File: config.mk
export PLATFORM = sky130hd
export DESIGN_NAME = rgsc_mul
export DESIGN_NICKNAME = d
export VERILOG_FILES = /design/src/rtl/core/ramped_gain_soft_clipper_top_assert.svh /design/src/rtl/core/rgsc_pkg.sv /design/src/rtl/core/rgsc_mul.sv
export SDC_FILE = /design/constraint.sdc
export NUM_CORES = 1
export LEC_CHECK = 0
export BUFFER_PORTS_ARGS = -buffer_cell sky130_fd_sc_hd__buf_2
export CORE_ASPECT_RATIO = 1.75
export CORE_MARGIN = 2
export CORE_UTILIZATION = 59
export CTS_CLUSTER_SIZE = 40
export DETAILED_ROUTE_END_ITERATION = 8
export PLACE_DENSITY_LB_ADDON = 0.3
export SETUP_SLACK_MARGIN = 0.05
export SLEW_MARGIN = 20
export SYNTH_ARGS = -nofsm -noshare
export SYNTH_HDL_FRONTEND = slang
export SYNTH_SLANG_ARGS = --single-unit
export TNS_END_PERCENT = 100
File: constraint.sdc
create_clock -name clk -period 8.44 [get_ports clk]
set_input_delay 0.422 -clock clk [delete_from_list [all_inputs] [get_ports clk]]
set_output_delay 0.422 -clock clk [all_outputs]
set_load 0.01 [all_outputs]
File: src/rtl/core/ramped_gain_soft_clipper_top_assert.svh
// Assertion macros for the ramped gain soft clipper.
`ifndef RAMPED_GAIN_SOFT_CLIPPER_TOP_ASSERT_SVH
`define RAMPED_GAIN_SOFT_CLIPPER_TOP_ASSERT_SVH

// Condition implies check in the same cycle.
`define RGSC_ASSERT_SAME(lbl, cond, chk) \
  lbl: assert property (@(posedge clk) disable iff (!rst_n) (cond) |-> (chk)) \
    else $error("rgsc assertion failed");

// Condition implies check in the next cycle.
`define RGSC_ASSERT_NEXT(lbl, cond, chk) \
  lbl: assert property (@(posedge clk) disable iff (!rst_n) (cond) |=> (chk)) \
    else $error("rgsc assertion failed");

`endif

File: src/rtl/core/rgsc_pkg.sv
`timescale 1ns / 1ps
package rgsc_pkg;

  localparam int SAMPLE_BITS      = 24;
  localparam int TANH_TABLE_DEPTH = 256;
  localparam int TAB_W            = 31;
  localparam int TAB_AW           = $clog2(TANH_TABLE_DEPTH + 1);

  localparam int MUL_AW = 34;
  localparam int MUL_BW = 32;
  localparam int MUL_PW = MUL_AW + MUL_BW;
  localparam int DIV_NW = 64;
  localparam int DIV_DW = 32;

  localparam int YM_W  = MUL_PW - 16;
  localparam int RES_W = YM_W + 1;

  localparam logic [63:0] TANH_H  = (64'd8 << 30) / TANH_TABLE_DEPTH;
  localparam logic [63:0] TANH_H2 = (TANH_H * TANH_H) >> 30;
  localparam logic [63:0] TANH_H3 = (TANH_H2 * TANH_H) >> 30;
  localparam logic [63:0] TANH_H5 = (TANH_H3 * TANH_H2) >> 30;
  localparam logic [63:0] TANH_H7 = (TANH_H5 * TANH_H2) >> 30;
  localparam logic [63:0] TANH_STEP = TANH_H - TANH_H3 / 3 + (2 * TANH_H5) / 15
                                      - (17 * TANH_H7) / 315;

  localparam int CFG_IDX_W = 8;
  localparam logic [CFG_IDX_W-1:0] CFG_MODE        = 8'd0;
  localparam logic [CFG_IDX_W-1:0] CFG_SATURATION  = 8'd1;
  localparam logic [CFG_IDX_W-1:0] CFG_TARGET_GAIN = 8'd2;
  localparam logic [CFG_IDX_W-1:0] CFG_RAMP_LENGTH = 8'd3;

  localparam logic [22:0] SATURATION_RESET = 23'd5242880;

  typedef enum logic [1:0] {
    MODE_CLIP  = 2'd0,
    MODE_UPPER = 2'd1,
    MODE_TANH  = 2'd2,
    MODE_ATANH = 2'd3
  } mode_t;

endpackage

File: src/rtl/core/rgsc_mul.sv
`timescale 1ns / 1ps
module rgsc_mul (
  input  logic                        clk,
  input  logic                        rst_n,
  input  logic                        start,
  input  logic [rgsc_pkg::MUL_AW-1:0] op_a,
  input  logic [rgsc_pkg::MUL_BW-1:0] op_b,
  output logic                        done,
  output logic [rgsc_pkg::MUL_PW-1:0] prod
);

  localparam int CW = $clog2(rgsc_pkg::MUL_BW + 1);

  logic                        busy_r, busy_nxt;
  logic                        done_r, done_nxt;
  logic [CW-1:0]               cnt_r, cnt_nxt;
  logic [rgsc_pkg::MUL_AW-1:0] a_r, a_nxt;
  logic [rgsc_pkg::MUL_PW-1:0] p_r, p_nxt;
  logic [rgsc_pkg::MUL_AW:0]   psum;

  // One multiplier bit per cycle: add the multiplicand, then shift right.
  always_comb begin
    busy_nxt = busy_r;
    done_nxt = 1'b0;
    cnt_nxt  = cnt_r;
    a_nxt    = a_r;
    p_nxt    = p_r;
    psum     = {1'b0, p_r[rgsc_pkg::MUL_PW-1:rgsc_pkg::MUL_BW]}
             + (p_r[0] ? {1'b0, a_r} : '0);
    if (start) begin
      busy_nxt = 1'b1;
      cnt_nxt  = CW'(rgsc_pkg::MUL_BW);
      a_nxt    = op_a;
      p_nxt    = {{rgsc_pkg::MUL_AW{1'b0}}, op_b};
    end else if (busy_r) begin
      p_nxt   = {psum, p_r[rgsc_pkg::MUL_BW-1:1]};
      cnt_nxt = cnt_r - 1'b1;
      if (cnt_r == CW'(1)) begin
        busy_nxt = 1'b0;
        done_nxt = 1'b1;
      end
    end
  end

  always_ff @(posedge clk) begin
    if (!rst_n) begin
      busy_r <= 1'b0;
      done_r <= 1'b0;
      cnt_r  <= '0;
    end else begin
      busy_r <= busy_nxt;
      done_r <= done_nxt;
      cnt_r  <= cnt_nxt;
    end
    a_r <= a_nxt;
    p_r <= p_nxt;
  end

  assign done = done_r;
  assign prod = p_r;

endmodule

==> metrics.txt <==
footprint of the multi-input gates=between 2000 and 3000 um^2; Worst Reg-to-Reg Cells=13; # diodes=0; r2r endpoint=prod[57]; final net count=a little under 800; GRT met1 Usage=0.255; GRT Residual Overflow=0; RSZ-0062 raised after global routing=false; combinational family with the most area after synthesis=compound AO/OA/AOI/OAI gates; max cap viols=0; post-synth top area share=0.334; HPWL after detailed placement=9970 um; Num CTS Buffers=9; hold path endpoint=a_r[30]; Bufs on Longest Clock Path=2; final std cells w/o fill=about 800; Synth Area in Simple Gates=0.118; placed cells=779; cell count after synthesis=between 500 and 600; Distinct cells, synth=56; fillcell total=736; worst r2r src=prod[0]; Syn Area/Cell=between 10 and 15 um^2; DR iter-0 viols=200; via/cell ratio=5.81; Synthesis Warnings=0; Synth top cells by count=66 x edfxtp_1, 43 x a21oi_1, 42 x dfxtp_1, 41 x nor2_1, 36 x ha_1; Final Max Tran Viols=0; Worst Hold Path Cells=1; grt met2 use=0.465; crit path kind=flop to flop; post-synthesis mux area share=0.0861; core area=between 9000 and 10000 um^2; drt pass-1 iters=5; largest area contributor in the netlist=edfxtp_1; synthesized flop and latch total=approximately 110; HP Class=input pin to flop; number of routed nets with antenna violations=0; Highest Clock Rate=around 260 MHz; IO Pins=between 100 and 150; die area=between 10000 and 15000 um^2; Static Leak=3.14 nW; drt wl/cell=16.7 um; top-count cell post-synth=edfxtp_1; peak supply drop=0.154 mV; largest cells by area after synthesis=edfxtp_1 33%, dfxtp_1 14%, ha_1 7.6%; row count=48; via count=between 4k and 5k; Post-CTS Hold Buffers=0; Post-Synth Adder-Cell Area=0.0793; worst relative slew slack=0.355; complex-gate fraction of the synthesized area=0.161; area delta synth->final=17.0%; number of flops mapped to enable cells by yosys=between 60 and 70; Final Hold Viols=0; outcome=finished clean; Root Driver=clkbuf_16; input/output buffers=about 140; share of layout cells above drive strength 1=0.301; CTS tree=built; initial antenna violation count=0; routed wire length=13300 um; DRC errors left=0; period utilization=0.449; H-tree levels=3; worst hold slack=242 ps; beginning of the worst hold path=op_a[30]; setup violators final=0; GPL Wtd Cong=slightly above 0.9; clock latency on the worst-skew pair=350 ps; post-synth net total=around 640; CP Launch Type=flop; CTS sink count=108; Post CTS Setup Buffer Count=0; pin count of the biggest net entering global routing=60; xor/xnor share of the synthesized area=0.0472; power per cell area=188 nW/um^2; Post-Syn Area=between 5000 and 6000 um^2; Least-Margin Pin Slew=between 900 and 1000 ps; data required time of the worst path=slightly below 9000 ps; crit path max fanout=35; Worst EP arrival=4030 ps; dominant synthesized flop cell=edfxtp_1; setup tns final=0 ps; post-CTS sizing=0; GR Layer Usage met3=0.0541; asr flop ratio synth=0; CP Capture Type=flop; post-synthesis sequential area ratio=0.476; Seq. cell area=2820 um^2; Initial Util=0.602; Die Ht=137 um; GRT Overall Usage=0.247; die width=roughly 80 um; skew final=11.8 ps; min Tclk post-route=3790 ps; first-pass GRT wire length=about 21000 um; Clock transition at path regs=roughly 80 ps; r2r setup slk=roughly 4700 ps; vias in the first global route=approximately 4.6k; GRT Max-Usage Layer=met2
==> critical path, cell delays in order, from the launching register on <==
cell and delay [ps]:
edfxtp_1 990, and2_1 240, ha_1 170, inv_1 60, fa_1 390, inv_1 70, a21o_2 130, a41oi_2 190
o31ai_2 410, a31oi_2 190, o311ai_4 370, a21oi_1 130, xnor2_1 130, a22o_1 190
==> per-stage QoR <==
stage                     setup slack [ps]  utilization  instance area [um^2]  power, mW
final                                 4650        0.705                  6940       1.31
after global placement                4750        0.676                  6660      0.915
after floorplan                       5280            -                  5930      0.835
after global routing                  4350        0.705                  6940       1.37
after detailed placement              4650        0.677                  6670      0.925
after CTS                             4640        0.705                  6940       1.32
==> registers in the layout (all words and copies together), names as in the netlist <==
register,count
cnt_r,6
a_r,34
busy_r,1
done,1
prod,66
==> area by class of cell <==
class                           count  area share
Inverter                           18     0.00973
Tap cell                          125      0.0225
Clock inverter                      7     0.00739
Clock buffer                        9      0.0324
Multi-Input combinational cell    391       0.421
Sequential cell                   108       0.407
Timing Repair Buffer              137      0.0999
==> cells by family (layout without fill, tap and decap cells) <==
group,after synthesis,after routing
XOR/XNOR,32,32
AND/OR/NAND/NOR,142,142
AO/OA/AOI/OAI,133,133
buffers and inverters,39,171
flip-flops,108,108
adder cells (fa/ha/maj),37,37
multiplexers,47,47
==> metal layers <==
layer	part of all wire	vias up
met5	0	-
met4	0.032	0
met3	0.057	34
met2	0.54	171
met1	0.37	2176
li1	-	2236
==> cells in the final DEF (no fill, tap or decap), drive strengths merged, types with 21 or more instances in the layout <==
master,instances
nand2,27
and2,34
o21ai,22
xnor2,21
a21oi,45
dfxtp,42
ha,36
mux2,32
nor2,41
buf,137
edfxtp,66
==> worst max-delay path by stage <==
stage	endpoint	slack, ps	start	cells after the start
final	prod[57]	4650	prod[0]	13
after detailed placement	prod[63]	4650	prod[0]	13
after global placement	prod[57]	4750	prod[0]	13
after global routing	prod[63]	4350	prod[0]	13
after CTS	prod[63]	4640	prod[0]	13
after floorplan	prod[57]	5280	prod[0]	14
==> power breakdown <==
part	total [mW]	leakage (nW)	switching [mW]	internal, mW
clock network	0.394	0.129	0.193	0.201
logic	0.274	2.01	0.153	0.121
registers	0.640	0.998	0.0285	0.611
No activity file was read; power rests on OpenSTA's default activity.
