`config.mk`:
```
export PLATFORM = sky130hd
export DESIGN_NAME = rgsc_div
export DESIGN_NICKNAME = d
export VERILOG_FILES = /design/src/rtl/core/ramped_gain_soft_clipper_top_assert.svh /design/src/rtl/core/rgsc_pkg.sv /design/src/rtl/core/rgsc_div.sv
export SDC_FILE = /design/constraint.sdc
export NUM_CORES = 1
export LEC_CHECK = 0
export ABC_AREA = 1
export BUFFER_PORTS_ARGS = -buffer_cell sky130_fd_sc_hd__buf_2
export CORE_MARGIN = 2
export CORE_UTILIZATION = 45
export CTS_BUF_LIST = sky130_fd_sc_hd__clkbuf_16
export CTS_CLUSTER_DIAMETER = 100
export CTS_CLUSTER_SIZE = 40
export DETAILED_ROUTE_END_ITERATION = 10
export MAX_ROUTING_LAYER = met4
export PLACE_DENSITY = 0.7
export SLEW_MARGIN = 20
export SYNTH_ARGS = -nofsm -noshare
export SYNTH_HDL_FRONTEND = slang
export SYNTH_SLANG_ARGS = --single-unit
```
`constraint.sdc`:
```
create_clock -name clk -period 2.4 [get_ports clk]
set_input_delay 0.36 -clock clk [delete_from_list [all_inputs] [get_ports clk]]
set_output_delay 0.36 -clock clk [all_outputs]
set_load 0.005 [all_outputs]
```
`src/rtl/core/ramped_gain_soft_clipper_top_assert.svh`:
```
// Assertion macros for the ramped gain soft clipper.
`ifndef RAMPED_GAIN_SOFT_CLIPPER_TOP_ASSERT_SVH
`define RAMPED_GAIN_SOFT_CLIPPER_TOP_ASSERT_SVH

// Condition implies check in the same cycle.
`define RGSC_ASSERT_SAME(lbl, cond, chk) \
  lbl: assert property (@(posedge clk) disable iff (!rst_n) (cond) |-> (chk)) \
    else $error("rgsc assertion failed");

// Condition implies check in the next cycle.
`define RGSC_ASSERT_NEXT(lbl, cond, chk) \
  lbl: assert property (@(posedge clk) disable iff (!rst_n) (cond) |=> (chk)) \
    else $error("rgsc assertion failed");

`endif

```
`src/rtl/core/rgsc_pkg.sv`:
```
`timescale 1ns / 1ps
package rgsc_pkg;

  localparam int SAMPLE_BITS      = 24;
  localparam int TANH_TABLE_DEPTH = 256;
  localparam int TAB_W            = 31;
  localparam int TAB_AW           = $clog2(TANH_TABLE_DEPTH + 1);

  localparam int MUL_AW = 34;
  localparam int MUL_BW = 32;
  localparam int MUL_PW = MUL_AW + MUL_BW;
  localparam int DIV_NW = 64;
  localparam int DIV_DW = 32;

  localparam int YM_W  = MUL_PW - 16;
  localparam int RES_W = YM_W + 1;

  localparam logic [63:0] TANH_H  = (64'd8 << 30) / TANH_TABLE_DEPTH;
  localparam logic [63:0] TANH_H2 = (TANH_H * TANH_H) >> 30;
  localparam logic [63:0] TANH_H3 = (TANH_H2 * TANH_H) >> 30;
  localparam logic [63:0] TANH_H5 = (TANH_H3 * TANH_H2) >> 30;
  localparam logic [63:0] TANH_H7 = (TANH_H5 * TANH_H2) >> 30;
  localparam logic [63:0] TANH_STEP = TANH_H - TANH_H3 / 3 + (2 * TANH_H5) / 15
                                      - (17 * TANH_H7) / 315;

  localparam int CFG_IDX_W = 8;
  localparam logic [CFG_IDX_W-1:0] CFG_MODE        = 8'd0;
  localparam logic [CFG_IDX_W-1:0] CFG_SATURATION  = 8'd1;
  localparam logic [CFG_IDX_W-1:0] CFG_TARGET_GAIN = 8'd2;
  localparam logic [CFG_IDX_W-1:0] CFG_RAMP_LENGTH = 8'd3;

  localparam logic [22:0] SATURATION_RESET = 23'd5242880;

  typedef enum logic [1:0] {
    MODE_CLIP  = 2'd0,
    MODE_UPPER = 2'd1,
    MODE_TANH  = 2'd2,
    MODE_ATANH = 2'd3
  } mode_t;

endpackage

```
`src/rtl/core/rgsc_div.sv`:
```
`timescale 1ns / 1ps
module rgsc_div (
  input  logic                        clk,
  input  logic                        rst_n,
  input  logic                        start,
  input  logic [rgsc_pkg::DIV_NW-1:0] num,
  input  logic [rgsc_pkg::DIV_DW-1:0] den,
  output logic                        done,
  output logic [rgsc_pkg::DIV_NW-1:0] quo
);

  localparam int CW = $clog2(rgsc_pkg::DIV_NW + 1);

  logic                        busy_r, busy_nxt;
  logic                        done_r, done_nxt;
  logic [CW-1:0]               cnt_r, cnt_nxt;
  logic [rgsc_pkg::DIV_DW-1:0] d_r, d_nxt;
  logic [rgsc_pkg::DIV_DW-1:0] rem_r, rem_nxt;
  logic [rgsc_pkg::DIV_NW-1:0] q_r, q_nxt;
  logic [rgsc_pkg::DIV_DW:0]   shifted;
  logic [rgsc_pkg::DIV_DW:0]   trial;

  // Restoring division, one quotient bit per cycle.
  always_comb begin
    busy_nxt = busy_r;
    done_nxt = 1'b0;
    cnt_nxt  = cnt_r;
    d_nxt    = d_r;
    rem_nxt  = rem_r;
    q_nxt    = q_r;
    shifted  = {rem_r, q_r[rgsc_pkg::DIV_NW-1]};
    trial    = shifted - {1'b0, d_r};
    if (start) begin
      busy_nxt = 1'b1;
      cnt_nxt  = CW'(rgsc_pkg::DIV_NW);
      d_nxt    = den;
      rem_nxt  = '0;
      q_nxt    = num;
    end else if (busy_r) begin
      if (!trial[rgsc_pkg::DIV_DW]) begin
        rem_nxt = trial[rgsc_pkg::DIV_DW-1:0];
        q_nxt   = {q_r[rgsc_pkg::DIV_NW-2:0], 1'b1};
      end else begin
        rem_nxt = shifted[rgsc_pkg::DIV_DW-1:0];
        q_nxt   = {q_r[rgsc_pkg::DIV_NW-2:0], 1'b0};
      end
      cnt_nxt = cnt_r - 1'b1;
      if (cnt_r == CW'(1)) begin
        busy_nxt = 1'b0;
        done_nxt = 1'b1;
      end
    end
  end

  always_ff @(posedge clk) begin
    if (!rst_n) begin
      busy_r <= 1'b0;
      done_r <= 1'b0;
      cnt_r  <= '0;
    end else begin
      busy_r <= busy_nxt;
      done_r <= done_nxt;
      cnt_r  <= cnt_nxt;
    end
    d_r   <= d_nxt;
    rem_r <= rem_nxt;
    q_r   <= q_nxt;
  end

  assign done = done_r;
  assign quo  = q_r;

endmodule

```
==> flow_metrics.env <==
export IMPL_coreArea_um2=18000
export IMPL_path_buf_inv=3
export IMPL_ant_nets=0
export IMPL_num_fill_cells=1714
export IMPL_final_net_count=1494
export IMPL_regArea_um2=3700
export IMPL_period_share=0.948
export IMPL_ys_seq_elements=137
export IMPL_met3_usage=0.0544
export IMPL_final_common_cell="nand2_1"
export IMPL_ys_warn_count=0
export IMPL_cp_required_ps=2560
export IMPL_powerDensity_nw_per_um2=608
export IMPL_critPathMaxStageDelay_ps=380
export IMPL_slew_headroom=0.710
export IMPL_grt_overflow_total=0
export IMPL_path_common_cell="nand2_2"
export IMPL_wl_per_cell_um=13.5
export IMPL_critPathLaunchType="flip-flop"
export IMPL_vias_per_cell=4.73
export IMPL_clk_latency_ps=430
export IMPL_drc=0
export IMPL_start_util=0.459
export IMPL_met2_usage=0.364
export IMPL_vias=7583
export IMPL_skew_ps=8.05
export IMPL_crit_chain="inv_1, ha_2, fa_2, inv_2, nand2_2, nand2_2, nand3_1, nand2_1, nand2_1, nand2_2, nand2_4, nand2_4, nand2_2, nand2_4, buf_12, o21ai_0"
export IMPL_portBuffers=163
export IMPL_grt_start_max_net_pins=91
export IMPL_crit_path_end_kind="flip-flop"
export IMPL_cts_tree="yes"
export IMPL_dieArea_um2=19400
export IMPL_max_freq_ghz=0.439
export IMPL_period_needed_ps=2280
export IMPL_p_leak_nw=5.60
export IMPL_synth_distinct_cells=32
export IMPL_grt_pass1_wl_um=34900
export IMPL_antenna_found_initial=1
export IMPL_worst_r2r_path_depth=16
export IMPL_grt_busiest_layer="met2"
export IMPL_total_power_w=0.00623
export IMPL_path_clk_slew_ps=60
export IMPL_die_w_um=139
export IMPL_cts_sinks=137
export IMPL_clock_tree_root_cell="clkbuf_16"
export IMPL_cp_depth=16
export IMPL_ir_worst_vdd_uv=487
export IMPL_gp_congestion=0.968
export IMPL_final_max_slew_viol_count=0
export IMPL_final_setup_tns_ps=0
export IMPL_drt_wl_total_um=21600
export IMPL_mostFrequentLayoutCells="563 x nand2_1, 213 x inv_1, 162 x buf_2, 96 x edfxtp_1, 57 x nand3_1"
export IMPL_synth_nets=1314
export IMPL_grtUsageMet1=0.289
export IMPL_synth_area_per_cell_um2=6.99
export IMPL_tightest_slew_ps=435
export IMPL_crit_family="simple AND/OR/NAND/NOR gates"
export IMPL_grt_pass1_vias=7375
export IMPL_multi_input_area_um2=3720
export IMPL_status="finished, final reports clean"
export IMPL_setup_viol=0
export IMPL_slowest_stage="fa_2"
export IMPL_place_ws_ps=-40.8
export IMPL_postCtsHoldBufs=0
export IMPL_first_pass_iters=9
export IMPL_worst_hold_path_num_cells=1
export IMPL_area_growth_pct=24.0
export IMPL_cts_buffers=17
export IMPL_die_h_um=139
export IMPL_initialDrtViolationCount=450
export IMPL_maxCapViolCount=0
export IMPL_dp_hpwl_um=16000
export IMPL_grt_usage=0.231
export IMPL_hp_class="in -> reg"
export IMPL_crit_fanout=5
export IMPL_h_tree_depth=4
export IMPL_synth_area_um2=8250
export IMPL_drive_above_1_share=0.182
export IMPL_setup_slack_ps=124
export IMPL_io_pins=164
export IMPL_postSynthCellCount=1180
export IMPL_hold_viol_final=0
export IMPL_critPathKind="reg -> reg"
export IMPL_ys_seq_area_frac=0.449
export IMPL_cp_arrival_ps=2430
export IMPL_cts_path_max_buffers=2
export IMPL_rows=49
[stage by stage]
stage,instance area (µm²),cells,util,hold WS [ps]
floorplan,8260,1180,-,435
global placement,9450,1563,0.526,452
detailed placement,9450,1563,0.526,458
CTS,10000,1595,0.559,88.7
global route,10200,1603,0.570,82.8
finish,10200,1603,0.570,101
[layout make-up]
cell class | count | area share
multi-input combinational | 799 | 0.364
sequential | 137 | 0.362
timing repair buffer | 187 | 0.108
inverter | 218 | 0.0803
clock buffer | 17 | 0.0416
tap | 229 | 0.0280
clock inverter | 15 | 0.0158
antenna | 1 | 0.000244
[worst paths after layout]
check	from	endpoint	slack, ps
setup / recovery	quo[63]	quo[0]	120
hold / removal	den[7]	d_r[7]	100
setup reg to reg	quo[63]	quo[0]	120
hold reg to reg	cnt_r[6]	cnt_r[6]	470
[cell families after synthesis]
family	after synthesis	synth area share
buffers and inverters	244	0.114
AOI/OAI and AO/OA	33	0.0214
DFF	137	0.449
xor gates and xnor gates	17	0.0180
adders and majority gates	35	0.0540
and+or+nand+nor	714	0.344
[registers in the layout, indices dropped and copies added, names as in the netlist]
| name | flops |
|---|---|
| done | 1 |
| cnt_r | 7 |
| busy_r | 1 |
| rem_r | 32 |
| quo | 64 |
| d_r | 32 |
[metal layers]
metal | share of wire | up-vias
met4 | 0.028 | 0
met2 | 0.46 | 241
li1 | - | 3947
met1 | 0.45 | 3358
met3 | 0.064 | 37
met5 | 0 | -
[power by group]
group	total, W	leakage, nW	internal, W	switching (W)
clock network	0.00263	0.279	0.00147	0.00116
registers	0.00283	1.30	0.00274	0.0000911
logic	0.000768	4.02	0.000311	0.000457
[synthesized netlist by cell type]
cell      count  share of area
dfxtp_1      41          0.099
a21o_1        1        0.00091
o21ai_1       1        0.00061
inv_2         1        0.00045
nand3b_1      2         0.0018
xnor2_1      13          0.014
buf_6         2         0.0027
a21oi_1      23          0.014
nor2_2        2         0.0015
nand3_1      57          0.035
nor3_2        1         0.0012
o21ai_0       5         0.0030
fa_1          1         0.0024
clkinv_1      1        0.00045
nand4_1       5         0.0038
ha_1         34          0.052
nand3_2       1         0.0012
or2_1         1        0.00076
buf_4         3         0.0027
o41ai_1       1         0.0011
nor3_1       14         0.0085
o21bai_1      1        0.00091
and2_1        5         0.0038
nand2_4       1         0.0014
clkbuf_1     21         0.0096
xor2_1        4         0.0042
edfxtp_1     96           0.35
nand2_1     570           0.26
inv_1       216          0.098
nor2_1       52          0.024
a211oi_1      1        0.00091
nand2_2       3         0.0023
[timing repair]
| action | 4_1_cts | 5_1_grt |
|---|---|---|
| hold endpoints to repair | 0 | 0 |
| buffers inserted | 0 | 5 |
| resized for setup | 1 | 25 |
| cloned | 0 | 2 |
| setup endpoints to repair | 1 | 33 |
| pin swaps | 0 | 4 |
(Power assumes the default switching activity.)
